--- src/design/fcep_pkg.sv ---
// Shared types and character constants for the formula charge/element parser.
// Depends on nothing; used by fcep_step, the top level and the checker.
`timescale 1ns / 1ps

package fcep_pkg;

    // Parse phase, one-hot
    typedef enum logic [4:0] {
        PH_EXPECT = 5'b00001,
        PH_SYMBOL = 5'b00010,
        PH_COEFF  = 5'b00100,
        PH_SIGN   = 5'b01000,
        PH_CHARGE = 5'b10000
    } phase_t;

    // Control part of the parser state
    typedef struct packed {
        phase_t phase;
        logic   neg;
        logic   err;
    } ctl_t;

    localparam ctl_t CTL_RESET = '{phase: PH_EXPECT, neg: 1'b0, err: 1'b0};

    localparam logic [7:0] CHAR_END   = 8'h00;
    localparam logic [7:0] CHAR_TAB   = 8'h09;
    localparam logic [7:0] CHAR_CR    = 8'h0D;
    localparam logic [7:0] CHAR_SPACE = 8'h20;
    localparam logic [7:0] CHAR_PLUS  = 8'h2B;
    localparam logic [7:0] CHAR_MINUS = 8'h2D;
    localparam logic [7:0] CHAR_ZERO  = 8'h30;
    localparam logic [7:0] CHAR_NINE  = 8'h39;
    localparam logic [7:0] CHAR_UA    = 8'h41;
    localparam logic [7:0] CHAR_UZ    = 8'h5A;
    localparam logic [7:0] CHAR_LA    = 8'h61;
    localparam logic [7:0] CHAR_LE    = 8'h65;
    localparam logic [7:0] CHAR_LZ    = 8'h7A;

endpackage

--- src/design/fcep_step.sv ---
// Next-state and result logic for one formula character.
// Depends on fcep_pkg; instanced by formula_charge_element_parser.
`timescale 1ns / 1ps

module fcep_step #(
    parameter int CHARGE_BITS = 16,
    parameter int COUNT_BITS  = 8
) (
    input  logic [7:0]                    code,
    input  fcep_pkg::ctl_t                ctl,
    input  logic signed [CHARGE_BITS-1:0] sum,
    input  logic [CHARGE_BITS-1:0]        mag,
    input  logic [COUNT_BITS-1:0]         count,
    output fcep_pkg::ctl_t                ctl_next,
    output logic signed [CHARGE_BITS-1:0] sum_next,
    output logic [CHARGE_BITS-1:0]        mag_next,
    output logic [COUNT_BITS-1:0]         count_next,
    output logic                          emit,
    output logic signed [CHARGE_BITS-1:0] res_charge,
    output logic [COUNT_BITS-1:0]         res_count,
    output logic                          res_error
);

    localparam int MW = CHARGE_BITS + 4;
    localparam int SW = CHARGE_BITS + 2;
    localparam logic [MW-1:0] MAG_LIMIT = MW'(1) << (CHARGE_BITS - 1);
    localparam logic signed [SW-1:0] SUM_HI = {3'b000, {(CHARGE_BITS-1){1'b1}}};
    localparam logic signed [SW-1:0] SUM_LO = {3'b111, {(CHARGE_BITS-1){1'b0}}};
    localparam logic [COUNT_BITS-1:0] COUNT_MAX = {COUNT_BITS{1'b1}};

    logic is_end, is_space, is_lower, is_upper, is_digit, is_sign;
    logic [3:0] digit;
    logic [MW-1:0] mag_wide;
    logic [CHARGE_BITS-1:0] mag_acc;
    logic flush;
    logic [CHARGE_BITS-1:0] flush_mag;
    logic signed [SW-1:0] sum_ext, mag_ext, sum_raw, sum_sat;
    logic do_begin;
    logic [COUNT_BITS-1:0] count_final;
    fcep_pkg::ctl_t ctl_work;
    logic [COUNT_BITS-1:0] count_work;
    logic [CHARGE_BITS-1:0] mag_work;

    // Character classes
    always_comb
    begin
        is_end   = (code == fcep_pkg::CHAR_END);
        is_space = (code == fcep_pkg::CHAR_SPACE) ||
                   (code >= fcep_pkg::CHAR_TAB && code <= fcep_pkg::CHAR_CR);
        is_lower = (code >= fcep_pkg::CHAR_LA) && (code <= fcep_pkg::CHAR_LZ);
        is_upper = (code >= fcep_pkg::CHAR_UA) && (code <= fcep_pkg::CHAR_UZ);
        is_digit = (code >= fcep_pkg::CHAR_ZERO) && (code <= fcep_pkg::CHAR_NINE);
        is_sign  = (code == fcep_pkg::CHAR_PLUS) || (code == fcep_pkg::CHAR_MINUS);
        digit    = 4'(code - fcep_pkg::CHAR_ZERO);
    end

    // Charge digit accumulate: mag * 10 + digit, saturating
    always_comb
    begin
        mag_wide = ({4'b0000, mag} << 3) + ({4'b0000, mag} << 1) + MW'(digit);
        mag_acc  = (mag_wide > MAG_LIMIT) ? MAG_LIMIT[CHARGE_BITS-1:0]
                                          : mag_wide[CHARGE_BITS-1:0];
    end

    // Phase machine
    always_comb
    begin
        ctl_work   = ctl;
        mag_work   = mag;
        count_work = count;
        flush      = 1'b0;
        do_begin   = 1'b0;
        if (!ctl.err && !is_end)
        begin
            case (ctl.phase)
                fcep_pkg::PH_SYMBOL,
                fcep_pkg::PH_COEFF:
                begin
                    if (ctl.phase == fcep_pkg::PH_SYMBOL && is_lower)
                    begin
                        ctl_work.phase = fcep_pkg::PH_SYMBOL;
                    end
                    else if (is_digit)
                    begin
                        ctl_work.phase = fcep_pkg::PH_COEFF;
                    end
                    else if (is_sign)
                    begin
                        ctl_work.neg   = (code == fcep_pkg::CHAR_MINUS);
                        ctl_work.phase = fcep_pkg::PH_SIGN;
                    end
                    else
                    begin
                        do_begin = 1'b1;
                    end
                end
                fcep_pkg::PH_SIGN:
                begin
                    if (is_digit)
                    begin
                        mag_work       = CHARGE_BITS'(digit);
                        ctl_work.phase = fcep_pkg::PH_CHARGE;
                    end
                    else
                    begin
                        flush    = 1'b1;
                        do_begin = 1'b1;
                    end
                end
                fcep_pkg::PH_CHARGE:
                begin
                    if (is_digit)
                    begin
                        mag_work = mag_acc;
                    end
                    else
                    begin
                        flush    = 1'b1;
                        do_begin = 1'b1;
                    end
                end
                default:
                begin
                    do_begin = 1'b1;
                end
            endcase

            // Start of a new item
            if (do_begin)
            begin
                if (is_space)
                begin
                    ctl_work.phase = fcep_pkg::PH_EXPECT;
                end
                else if (code == fcep_pkg::CHAR_LE)
                begin
                    ctl_work.phase = fcep_pkg::PH_COEFF;
                end
                else if (is_lower || is_upper)
                begin
                    if (count != COUNT_MAX)
                        count_work = count + COUNT_BITS'(1);
                    ctl_work.phase = fcep_pkg::PH_SYMBOL;
                end
                else
                begin
                    ctl_work.err   = 1'b1;
                    ctl_work.phase = fcep_pkg::PH_EXPECT;
                end
            end
        end
        else if (!ctl.err && is_end)
        begin
            flush = (ctl.phase == fcep_pkg::PH_SIGN) || (ctl.phase == fcep_pkg::PH_CHARGE);
        end
    end

    // Saturating charge add
    always_comb
    begin
        flush_mag = (ctl.phase == fcep_pkg::PH_SIGN) ? CHARGE_BITS'(1) : mag;
        sum_ext   = {{2{sum[CHARGE_BITS-1]}}, sum};
        mag_ext   = {2'b00, flush_mag};
        sum_raw   = ctl.neg ? (sum_ext - mag_ext) : (sum_ext + mag_ext);
        if (sum_raw > SUM_HI)
            sum_sat = SUM_HI;
        else if (sum_raw < SUM_LO)
            sum_sat = SUM_LO;
        else
            sum_sat = sum_raw;
    end

    // Result on the end character, then back to reset
    always_comb
    begin
        sum_next    = flush ? sum_sat[CHARGE_BITS-1:0] : sum;
        count_final = count;
        if (sum_next != '0 && count != COUNT_MAX)
            count_final = count + COUNT_BITS'(1);
        emit       = is_end;
        res_error  = ctl.err;
        res_charge = ctl.err ? '0 : sum_next;
        res_count  = ctl.err ? '0 : count_final;
        if (is_end)
        begin
            ctl_next   = fcep_pkg::CTL_RESET;
            sum_next   = '0;
            mag_next   = '0;
            count_next = '0;
        end
        else
        begin
            ctl_next   = ctl_work;
            mag_next   = mag_work;
            count_next = count_work;
        end
    end

endmodule

--- src/design/formula_charge_element_parser.sv ---
// An end character passes through the input register, then its result through the result
// register; a stalled result keeps the end character waiting in the input register.
// Throughput: one character per cycle; a stalled result holds only an end character
// in the input register, other characters keep flowing.
// Reset (rst_n low, asynchronous): parser back to expect-symbol, no item held.
`timescale 1ns / 1ps

module formula_charge_element_parser #(
    parameter int CHARGE_BITS = 16,
    parameter int COUNT_BITS  = 8
) (
    input  logic                          clk,
    input  logic                          rst_n,
    input  logic                          char_valid,
    output logic                          char_ready,
    input  logic [7:0]                    char_code,
    output logic                          result_valid,
    input  logic                          result_ready,
    output logic signed [CHARGE_BITS-1:0] total_charge,
    output logic [COUNT_BITS-1:0]         element_count,
    output logic                          parse_error
);

    logic                          stage_valid_reg;
    logic [7:0]                    stage_char_reg;
    fcep_pkg::ctl_t                ctl_reg, ctl_next;
    logic signed [CHARGE_BITS-1:0] sum_reg, sum_next;
    logic [CHARGE_BITS-1:0]        mag_reg, mag_next;
    logic [COUNT_BITS-1:0]         count_reg, count_next;
    logic                          emit;
    logic signed [CHARGE_BITS-1:0] res_charge;
    logic [COUNT_BITS-1:0]         res_count;
    logic                          res_error;
    logic                          out_free, advance;

    fcep_step #(
        .CHARGE_BITS(CHARGE_BITS),
        .COUNT_BITS (COUNT_BITS)
    ) u_step (
        .code      (stage_char_reg),
        .ctl       (ctl_reg),
        .sum       (sum_reg),
        .mag       (mag_reg),
        .count     (count_reg),
        .ctl_next  (ctl_next),
        .sum_next  (sum_next),
        .mag_next  (mag_next),
        .count_next(count_next),
        .emit      (emit),
        .res_charge(res_charge),
        .res_count (res_count),
        .res_error (res_error)
    );

    // Handshake: an end item waits only for a free result slot
    assign out_free   = !result_valid || result_ready;
    assign advance    = stage_valid_reg && (!emit || out_free);
    assign char_ready = !stage_valid_reg || advance;

    // Input register
    always_ff @(posedge clk or negedge rst_n)
    begin
        if (!rst_n)
            stage_valid_reg <= 1'b0;
        else if (char_ready)
            stage_valid_reg <= char_valid;
    end

    always_ff @(posedge clk)
    begin
        if (char_ready && char_valid)
            stage_char_reg <= char_code;
    end

    // Parser state
    always_ff @(posedge clk or negedge rst_n)
    begin
        if (!rst_n)
        begin
            ctl_reg   <= fcep_pkg::CTL_RESET;
            sum_reg   <= '0;
            mag_reg   <= '0;
            count_reg <= '0;
        end
        else if (advance)
        begin
            ctl_reg   <= ctl_next;
            sum_reg   <= sum_next;
            mag_reg   <= mag_next;
            count_reg <= count_next;
        end
    end

    // Result register
    always_ff @(posedge clk or negedge rst_n)
    begin
        if (!rst_n)
            result_valid <= 1'b0;
        else if (advance && emit)
            result_valid <= 1'b1;
        else if (result_ready)
            result_valid <= 1'b0;
    end

    always_ff @(posedge clk)
    begin
        if (advance && emit)
        begin
            total_charge  <= res_charge;
            element_count <= res_count;
            parse_error   <= res_error;
        end
    end

endmodule

--- config.mk ---
export PLATFORM = sky130hd
export DESIGN_NAME = formula_charge_element_parser
export DESIGN_NICKNAME = d
export VERILOG_FILES = /design/src/design/fcep_pkg.sv /design/src/design/fcep_step.sv /design/src/design/formula_charge_element_parser.sv
export SDC_FILE = /design/constraint.sdc
export NUM_CORES = 1
export LEC_CHECK = 0
export BUFFER_PORTS_ARGS = -buffer_cell sky130_fd_sc_hd__clkbuf_2
export CORE_MARGIN = 4
export CORE_UTILIZATION = 45
export DETAILED_ROUTE_END_ITERATION = 6
export GPL_TIMING_DRIVEN = 0
export PLACE_DENSITY = 0.67
export RECOVER_POWER = 100
export SLEW_MARGIN = 5
export SYNTH_ARGS = -nofsm -noshare
export SYNTH_HDL_FRONTEND = slang
export SYNTH_HIERARCHICAL = 1
export SYNTH_SLANG_ARGS = --single-unit
--- constraint.sdc ---
create_clock -name clk -period 9.96 [get_ports clk]
set_input_delay 1.494 -clock clk [delete_from_list [all_inputs] [get_ports clk]]
set_output_delay 1.494 -clock clk [all_outputs]
set_load 0.01 [all_outputs]
==> results.cfg, run 1 <==
[global_routing]
grt_start_max_net_pins = 50
grt_pass1_wl_mm = 39.6
residual_overflow_from_global_routing = 0
vias_in_the_first_global_route = 7454
groute.usage.overall = 0.238
antenna_violations_before_repair = 0

[critical_path]
path_max_fanout = 10
reg2reg_depth = 23
timing.critical_path.slowest_stage_cell = o21ai_0
critPathMostFrequentCell = clkbuf_1
cp_data_required_time_ps = 10110
timing.setup.critical_path_class = register to register
crit_cells = 23
worst_setup_path_end_kind = register
worstSetupStartpointType = register
startpoint_of_the_most_critical_setup_path = ctl_reg[3]
timing.critical_path.buf_inv = 3
critical_path.max_stage_delay_ps = 630
cpLargestDelayFamily = compound AO/OA/AOI/OAI gates
critical_path.reg2reg.startpoint = ctl_reg[3]
cp.arrival_ps = 6860
timing.critical_path.cells = nor4b_1 > nand2b_1 > clkbuf_1 > clkbuf_1 > nand2_1 > ha_1 > o21a_1 > nand2_1 > or3_1 > nand4_1 > ha_1 > a21oi_1 > nor2_1 > nor3_1 > a21oi_1 > o21ai_0 > a32oi_1 > o22ai_1 > o21ai_0 > or4_1 > clkbuf_1 > o2111a_1 > a211oi_1

[timing]
report.final.hold_viol_count = 0
setup_viol = 0
final_critical_path_setup_slack_ps = 3240
final.min_clock_period_ps = 6720
final.setup.tns_ps = 0
worst_clock_skew_ps = 9.19
slew_headroom = -0.856
finalMaxSlewViolations = 50
worst-slew-pin-transition_ps = 2780
fmaxAchievable_mhz = 149
holdWs_ps = 547
period_share = 0.674
grt_setup_unrepaired = false

[cts]
cts_hold_repair.buffers = 0
cts_tree = done
cts.path.max_buffers = 2
clkLatencyLatePin_ps = 350
clock_sink_count = 82
cts_post_setup_buffers_inserted = 0
cts_made_buffers = 9
h-tree-depth = 3
postCtsResizedCells = 0
cts-root-buf = clkbuf_16
clk_pin_slew_ps = 70

[route]
wl_mm = 23.9
routed_antenna_nets = 0
route.vias.total = 8070
drt_pre_antenna_iters = 6
drcViolationCount = 0
viasPerCell = 6.30
first_iter_violations = 1019
post_dr_wirelength_cell_um = 18.7

[hold_path]
timing.hold.worst.class = register to register
timing.hold.worst.start = ctl_reg[1]
worstHoldPathCells = 2

[placed_design]
dp_slack_ps = 4030
dp.final_hpwl_mm = 17.8
dp.cells = 1264
area_of_placed_instances_um2 = 8700
routabilityCongestion = 0.907
numPortBuffers = 38

[flow_run]
cap_viol_max_count = 1

[logic_synthesis]
yosys_register_bits = 82
ys_seq_area_frac = 0.270
synthDominantAreaCellType = dfrtp_1
post_synth_main_area_contributors = dfrtp_1, edfxtp_1, ha_1, nand2_1, nand4b_1
avg_synthesized_cell_area_um2 = 8.24
synth_flop_cell = dfrtp_1
postSynth.asyncResetShare = 0.598
post-synth-top-count-cell = nand2_1
netlist_instances = 996
yosys-top-cells-count = nand2_1, nor2_1, nand2b_1
synth_fp_nets = 1061
mappedNetlistArea_um2 = 8210
synth-warning-count = 6
synth_largest_type_area_fraction = 0.146
synth.lib_cells_used.distinct = 84
synth_edf_count = 33

[final_layout]
num-nets-final = 1111
layout_cell_share_with_drive_strength_beyond_1 = 0.0771
antenna_cells = 0
stdcell_count = 1280
utilization = 0.490
final_cell_area_um2 = 8790
area_growth_pct = 7.17
fillerInstances = 1779

[floorplanning]
floorplan.die.height_um = 143
fp-row-count = 49
die_w_um = 143
floorplan.io_pins = 39
floorplan.initialDensity = 0.457
die_area_um2 = 20500
floorplan.core_area_um2 = 18000

[run_status]
status = complete, but fails checks
violations_in_the_final_reports = max-capacitance violations, max-slew violations

[pwr]
leakagePower_nw = 3.43
p_per_area_nw_per_um2 = 205
total_power_mw = 1.81
ir_drop_worst_vdd_v = 0.0000942
layout make-up:
cell class,instances,area (µm²),share of cell area
well taps,229,287,0.0326
repair buffers,39,159,0.0181
clock inverters,7,53.8,0.00612
inverters,23,86.3,0.00982
plain buffers,67,309,0.0351
flip-flops and latches,82,2220,0.252
multi-input cells,824,5460,0.620
clock buffers,9,225,0.0256
final timing paths:
check	endpoint	slack [ps]
min	ctl_reg[1]	550
min reg2reg	ctl_reg[1]	550
max reg2reg	element_count[6]	3240
max	element_count[6]	3240
min in group asynchronous	count_reg[4]	2030
max in group asynchronous	mag_reg[2]	6340
power breakdown:
part,switching (mW),total [mW],leakage [nW],internal [mW]
clock,0.146,0.316,0.130,0.170
combinational,0.610,1.00,2.36,0.394
sequential,0.0919,0.485,0.940,0.393
total,0.847,1.81,3.43,0.958
layer usage:
| layer | up-vias | GRT usage | part of all wire | routed length [µm] |
|---|---|---|---|---|
| met5 | - | 0 | 0 | 0 |
| li1 | 3822 | - | - | - |
| met1 | 3846 | 0.335 | 0.45 | 10800 |
| met2 | 357 | 0.378 | 0.45 | 10900 |
| met4 | 0 | 0.0635 | 0.021 | 504 |
| met3 | 45 | 0.0395 | 0.071 | 1690 |
kinds of logic after synthesis:
group / Yosys count / share of synthesized area
multiplexers: 3 / 0.00366
buffers and inverters: 90 / 0.0505
AND/OR/NAND/NOR: 447 / 0.299
flip-flops: 82 / 0.270
adder cells (fa/ha/maj): 53 / 0.0836
XOR/XNOR: 33 / 0.0361
AO/OA/AOI/OAI: 288 / 0.257
layout by cell type (no fill, tap or decap), types with 10 or more instances in the layout:
| master | netlist | layout |
|---|---|---|
| nand2_1 | 120 | 120 |
| nor2_1 | 78 | 78 |
| clkbuf_1 | 32 | 67 |
| nand2b_1 | 58 | 58 |
| a21oi_1 | 57 | 58 |
| ha_1 | 50 | 50 |
| nand4b_1 | 48 | 48 |
| dfrtp_1 | 48 | 48 |
| o211ai_1 | 26 | 45 |
| o21ai_0 | 41 | 45 |
| edfxtp_1 | 33 | 33 |
| nor3_1 | 30 | 30 |
| inv_1 | 23 | 23 |
| nand3_1 | 21 | 21 |
| buf_2 | 22 | 19 |
| xnor2_1 | 17 | 17 |
| xor2_1 | 15 | 15 |
| a31oi_1 | 15 | 15 |
| a21o_1 | 13 | 13 |
| and2_0 | 1 | 13 |
| o211ai_2 | 30 | 11 |
| nor2b_1 | 10 | 10 |
| clkbuf_2 | 0 | 10 |
| nor4_1 | 10 | 10 |
| nand4_1 | 10 | 10 |
tightest hold or removal path, cell delays in order (launching register included):
cell	delay [ps]
dfrtp_1	370
nand2b_1	70
o211ai_1	70
Note: power is estimated with default switching activity, not from simulation.
==> run 2, diff against run 1 <==
--- a/config.mk
+++ b/config.mk
@@ -5,12 +5,13 @@
 export SDC_FILE = /design/constraint.sdc
 export NUM_CORES = 1
 export LEC_CHECK = 0
+export ABC_AREA = 1
 export BUFFER_PORTS_ARGS = -buffer_cell sky130_fd_sc_hd__clkbuf_2
 export CORE_MARGIN = 4
 export CORE_UTILIZATION = 45
 export DETAILED_ROUTE_END_ITERATION = 6
 export GPL_TIMING_DRIVEN = 0
-export PLACE_DENSITY = 0.67
+export PLACE_DENSITY = 0.68
 export RECOVER_POWER = 100
 export SLEW_MARGIN = 5
 export SYNTH_ARGS = -nofsm -noshare
==> constraint.sdc (replaced) <==
create_clock -name clk -period 6.8 [get_ports clk]
set_input_delay 1.02 -clock clk [delete_from_list [all_inputs] [get_ports clk]]
set_output_delay 1.02 -clock clk [all_outputs]
set_load 0.01 [all_outputs]
==> results.cfg, run 2 <==
[floorplanning]
die_w_um = 135
fp-row-count = 46
floorplan.initialDensity = 0.458
die_area_um2 = 18300
floorplan.die.height_um = 135
floorplan.io_pins = 39
floorplan.core_area_um2 = 15900

[critical_path]
worst_r2r_endpoint = element_count[5]
timing.setup.critical_path_class = register to register
startpoint_of_the_most_critical_setup_path = ctl_reg[2]
path_max_fanout = 10
critPathMostFrequentCell = nand2_1
critical_path.max_stage_delay_ps = 590
reg2reg_slack_ps = 760
timing.critical_path.slowest_stage_cell = dfstp_1
cp_data_required_time_ps = 6880
worst_setup_path_end_kind = register
cp.arrival_ps = 6130
critical_path.reg2reg.startpoint = ctl_reg[2]
worstSetupStartpointType = register
reg2reg_depth = 36

[logic_synthesis]
synth.lib_cells_used.distinct = 52
synth-warning-count = 6
post-synth-top-count-cell = nand2_1
avg_synthesized_cell_area_um2 = 7.01
netlist_instances = 1038
yosys-top-cells-count = nand2_1, nor2_1, nand3_1
synth_fp_nets = 1103
synth_edf_count = 33
synth_flop_cell = dfrtp_1
ys_seq_area_frac = 0.305
postSynth.asyncResetShare = 0.598
mappedNetlistArea_um2 = 7270
yosys_register_bits = 82
post_synth_main_area_contributors = dfrtp_1, nand2_1, edfxtp_1, ha_1, nand3_1
synth_largest_type_area_fraction = 0.165
synthDominantAreaCellType = dfrtp_1

[run_status]
violations_in_the_final_reports = max-capacitance violations, max-slew violations
status = complete, but fails checks

[timing]
grt_setup_unrepaired = false
slew_headroom = -0.141
worst_clock_skew_ps = 11.6
period_share = 0.889
finalMaxSlewViolations = 31
report.final.hold_viol_count = 0
worst-slew-pin-transition_ps = 1710
fmaxAchievable_mhz = 165
setup_viol = 0
final.min_clock_period_ps = 6040
final.setup.tns_ps = 0

[global_routing]
grt_start_max_net_pins = 50
grt_pass1_wl_mm = 30.7
antenna_violations_before_repair = 0
vias_in_the_first_global_route = 6489
residual_overflow_from_global_routing = 0
groute.usage.overall = 0.205

[flow_run]
cap_viol_max_count = 1

[final_layout]
stdcell_count = 1309
fillerInstances = 1671
area_growth_pct = 9.10
layout_common_cells = nand2_1, nor2_1, nand3_1, inv_1, a21oi_1
antenna_cells = 0
layout_commonest_cell = nand2_1
layout_cell_share_with_drive_strength_beyond_1 = 0.0787
num-nets-final = 1153

[cts]
cts.path.max_buffers = 2
cts-root-buf = clkbuf_16
cts_post_setup_buffers_inserted = 0
cts_hold_repair.buffers = 0
cts_made_buffers = 9
postCtsResizedCells = 0
h-tree-depth = 3
clkLatencyLatePin_ps = 340
cts_tree = done
clk_pin_slew_ps = 70
clock_sink_count = 82

[pwr]
p_per_area_nw_per_um2 = 433
leakagePower_nw = 3.96
total_power_mw = 3.43
ir_drop_worst_vdd_v = 0.000237

[route]
post_dr_wirelength_cell_um = 13.9
wl_mm = 18.3
first_iter_violations = 540
viasPerCell = 5.17
drcViolationCount = 0
route.vias.total = 6763
routed_antenna_nets = 0
drt_pre_antenna_iters = 5

[placed_design]
numPortBuffers = 38
dp.final_hpwl_mm = 14.6
routabilityCongestion = 0.875
dp.cells = 1292

[hold_path]
timing.hold.worst.class = register to register
hold_path_end = sum_reg[0]
timing.hold.worst.start = sum_reg[0]
worstHoldPathCells = 2
run 2: cell types whose count changed in the layout (fill, tap and decap cells not counted), moves of 28 or more:
cell,change
nand4b_1,-48
nand2_1,+169
nand2b_1,-58
o211ai_1,-44
inv_1,+70
nand3_1,+78
nor2_1,+28
run 2: final cells by class:
| class | count | area (µm²) | share of cell area |
|---|---|---|---|
| repair buffers | 39 | 159 | 0.0200 |
| clock inverters | 6 | 75.1 | 0.00946 |
| well taps | 216 | 270 | 0.0341 |
| flip-flops and latches | 82 | 2220 | 0.280 |
| multi-input cells | 820 | 4410 | 0.556 |
| clock buffers | 10 | 229 | 0.0289 |
| inverters | 100 | 375 | 0.0473 |
| plain buffers | 36 | 196 | 0.0248 |
run 2: worst max-delay path by stage:
stage               slack, ps               end
floorplan                2150  element_count[2]
global placement         1170  element_count[2]
detailed placement       1120  element_count[5]
CTS                      1090  element_count[5]
global route              270  element_count[4]
finish                    760  element_count[5]
run 2: worst max-delay path: cells and delay by family (launching register included):
kind                       cells  cell delay [ps]
and+or+nand+nor               23             2830
buffers and inverters          7             1050
DFF                            1              590
AOI/OAI and AO/OA              3              570
adders and majority gates      2              540
xor gates and xnor gates       1              180
run 2: per-layer routing:
layer	wire, µm	part of all wire	track usage	up-vias
li1	-	-	-	3536
met1	8810	0.48	0.281	3051
met2	8250	0.45	0.333	150
met3	744	0.041	0.0331	26
met4	460	0.025	0.0622	0
met5	0	0	0	-
run 2: per-stage QoR:
stage	util	hold slack [ps]	cell area (µm²)	worst slack (ps)
after floorplan	-	442	7270	2150
after global placement	0.487	459	7730	1170
after detailed placement	0.487	469	7730	1120
after CTS	0.506	483	8040	1090
after global routing	0.500	512	7940	269
final	0.500	476	7940	755
run 2: power breakdown:
part           switching [mW]  internal (mW)  total [mW]
registers               0.157          0.624       0.781
logic                    1.32          0.832        2.15
clock network           0.208          0.290       0.498
total                    1.69           1.75        3.43
run 2: kinds of logic after synthesis:
kind of cell,after synthesis,synth area share
flip-flops,82,0.305
AND/OR/NAND/NOR,556,0.338
buffers and inverters,136,0.0807
adder cells (fa/ha/maj),53,0.0943
AO/OA/AOI/OAI,165,0.127
XOR/XNOR,46,0.0554
==> run 3, diff against run 2 <==
--- a/config.mk
+++ b/config.mk
@@ -7,11 +7,12 @@
 export LEC_CHECK = 0
 export ABC_AREA = 1
 export BUFFER_PORTS_ARGS = -buffer_cell sky130_fd_sc_hd__clkbuf_2
+export CORE_ASPECT_RATIO = 0.5
 export CORE_MARGIN = 4
-export CORE_UTILIZATION = 45
+export CORE_UTILIZATION = 50
 export DETAILED_ROUTE_END_ITERATION = 6
 export GPL_TIMING_DRIVEN = 0
-export PLACE_DENSITY = 0.68
+export PLACE_DENSITY = 0.73
 export RECOVER_POWER = 100
 export SLEW_MARGIN = 5
 export SYNTH_ARGS = -nofsm -noshare
==> constraint.sdc (replaced) <==
create_clock -name clk -period 7.3 [get_ports clk]
set_input_delay 1.095 -clock clk [delete_from_list [all_inputs] [get_ports clk]]
set_output_delay 1.095 -clock clk [all_outputs]
set_load 0.01 [all_outputs]
==> results.cfg, run 3 (synthesized netlist as in run 2, its figures left out) <==
[critical_path]
cp.arrival_ps = 6360
timing.critical_path.slowest_stage_cell = dfstp_1
cp_data_required_time_ps = 7390
worstSetupStartpointType = register
worst_setup_path_end_kind = register
reg2reg_slack_ps = 1030
critical_path.max_stage_delay_ps = 680
critPathMostFrequentCell = nand2_1
timing.setup.critical_path_class = register to register
path_max_fanout = 10

[placed_design]
numPortBuffers = 38
area_of_placed_instances_um2 = 7700
dp.final_hpwl_mm = 14.4
dp_slack_ps = 1680
routabilityCongestion = 0.924
dp.cells = 1268

[timing]
report.final.hold_viol_count = 0
final_critical_path_setup_slack_ps = 1030
period_share = 0.859
final.min_clock_period_ps = 6270
slew_headroom = -0.351
worst-slew-pin-transition_ps = 2030
fmaxAchievable_mhz = 159
finalMaxSlewViolations = 38
worst_clock_skew_ps = 11.7
final.setup.tns_ps = 0
setup_viol = 0
grt_setup_unrepaired = false
holdWs_ps = 491

[global_routing]
groute.usage.overall = 0.222
residual_overflow_from_global_routing = 0
vias_in_the_first_global_route = 6217
grt_start_max_net_pins = 50
antenna_violations_before_repair = 0
grt_pass1_wl_mm = 30.1

[cts]
clock_sink_count = 82
cts.path.max_buffers = 2
clkLatencyLatePin_ps = 340
cts_made_buffers = 9
h-tree-depth = 3
cts_hold_repair.buffers = 0
cts_post_setup_buffers_inserted = 0
cts-root-buf = clkbuf_16
cts_tree = done
clk_pin_slew_ps = 70
postCtsResizedCells = 0

[pwr]
total_power_mw = 3.17
p_per_area_nw_per_um2 = 402
leakagePower_nw = 3.95
ir_drop_worst_vdd_v = 0.000178

[run_status]
violations_in_the_final_reports = max-capacitance violations, max-slew violations
status = complete, but fails checks

[final_layout]
stdcell_count = 1285
antenna_cells = 0
utilization = 0.567
num-nets-final = 1153
final_cell_area_um2 = 7880
layout_cell_share_with_drive_strength_beyond_1 = 0.0759
layout_commonest_cell = nand2_1
area_growth_pct = 8.33
layout_common_cells = nand2_1, nor2_1, nand3_1, inv_1, a21oi_1

[route]
first_iter_violations = 569
post_dr_wirelength_cell_um = 14.0
routed_antenna_nets = 0
drcViolationCount = 0
route.vias.total = 6781
drt_pre_antenna_iters = 5
wl_mm = 17.9
viasPerCell = 5.28

[floorplanning]
floorplan.core_area_um2 = 13900
fp-row-count = 30
floorplan.io_pins = 39
floorplan.die.height_um = 93.3
die_area_um2 = 16700
floorplan.initialDensity = 0.524
die_w_um = 179

[flow_run]
cap_viol_max_count = 1

[hold_path]
timing.hold.worst.class = register to register
## run 3: routing by layer
layer,share of wire,GRT usage,up-vias
li1,-,-,3524
met1,0.50,0.336,3028
met2,0.42,0.336,217
met3,0.078,0.0380,12
met4,0.0072,0.0428,0
met5,0,0,-
## run 3: area by class of cell
cell class,instances,area (µm²)
fillers,1369,6010
multi-input cells,820,4390
flip-flops and latches,82,2220
inverters,100,375
well taps,192,240
clock buffers,9,225
plain buffers,36,196
repair buffers,39,159
clock inverters,7,71.3
## run 3: worst max-delay path, delay by kind of cell (launching register included)
kind                     cells  cell delay, ps
AND/OR/NAND/NOR             23            2960
buffers and inverters        7            1060
flip-flops                   1             680
AO/OA/AOI/OAI                3             580
adder cells (fa/ha/maj)      2             530
XOR/XNOR                     1             170
## run 3: worst paths after layout
kind,end,cells past startpoint,from
setup / recovery,element_count[5],36,ctl_reg[2]
hold / removal,sum_reg[0],2,sum_reg[0]
setup reg to reg,element_count[5],36,ctl_reg[2]
hold reg to reg,sum_reg[0],2,sum_reg[0]
max in group asynchronous,sum_reg[4],2,rst_n
min in group asynchronous,mag_reg[12],1,rst_n
## run 3: power breakdown
group          internal [mW]  switching, mW
clock network          0.241          0.205
logic                  0.773           1.22
registers              0.581          0.147
total                   1.59           1.57
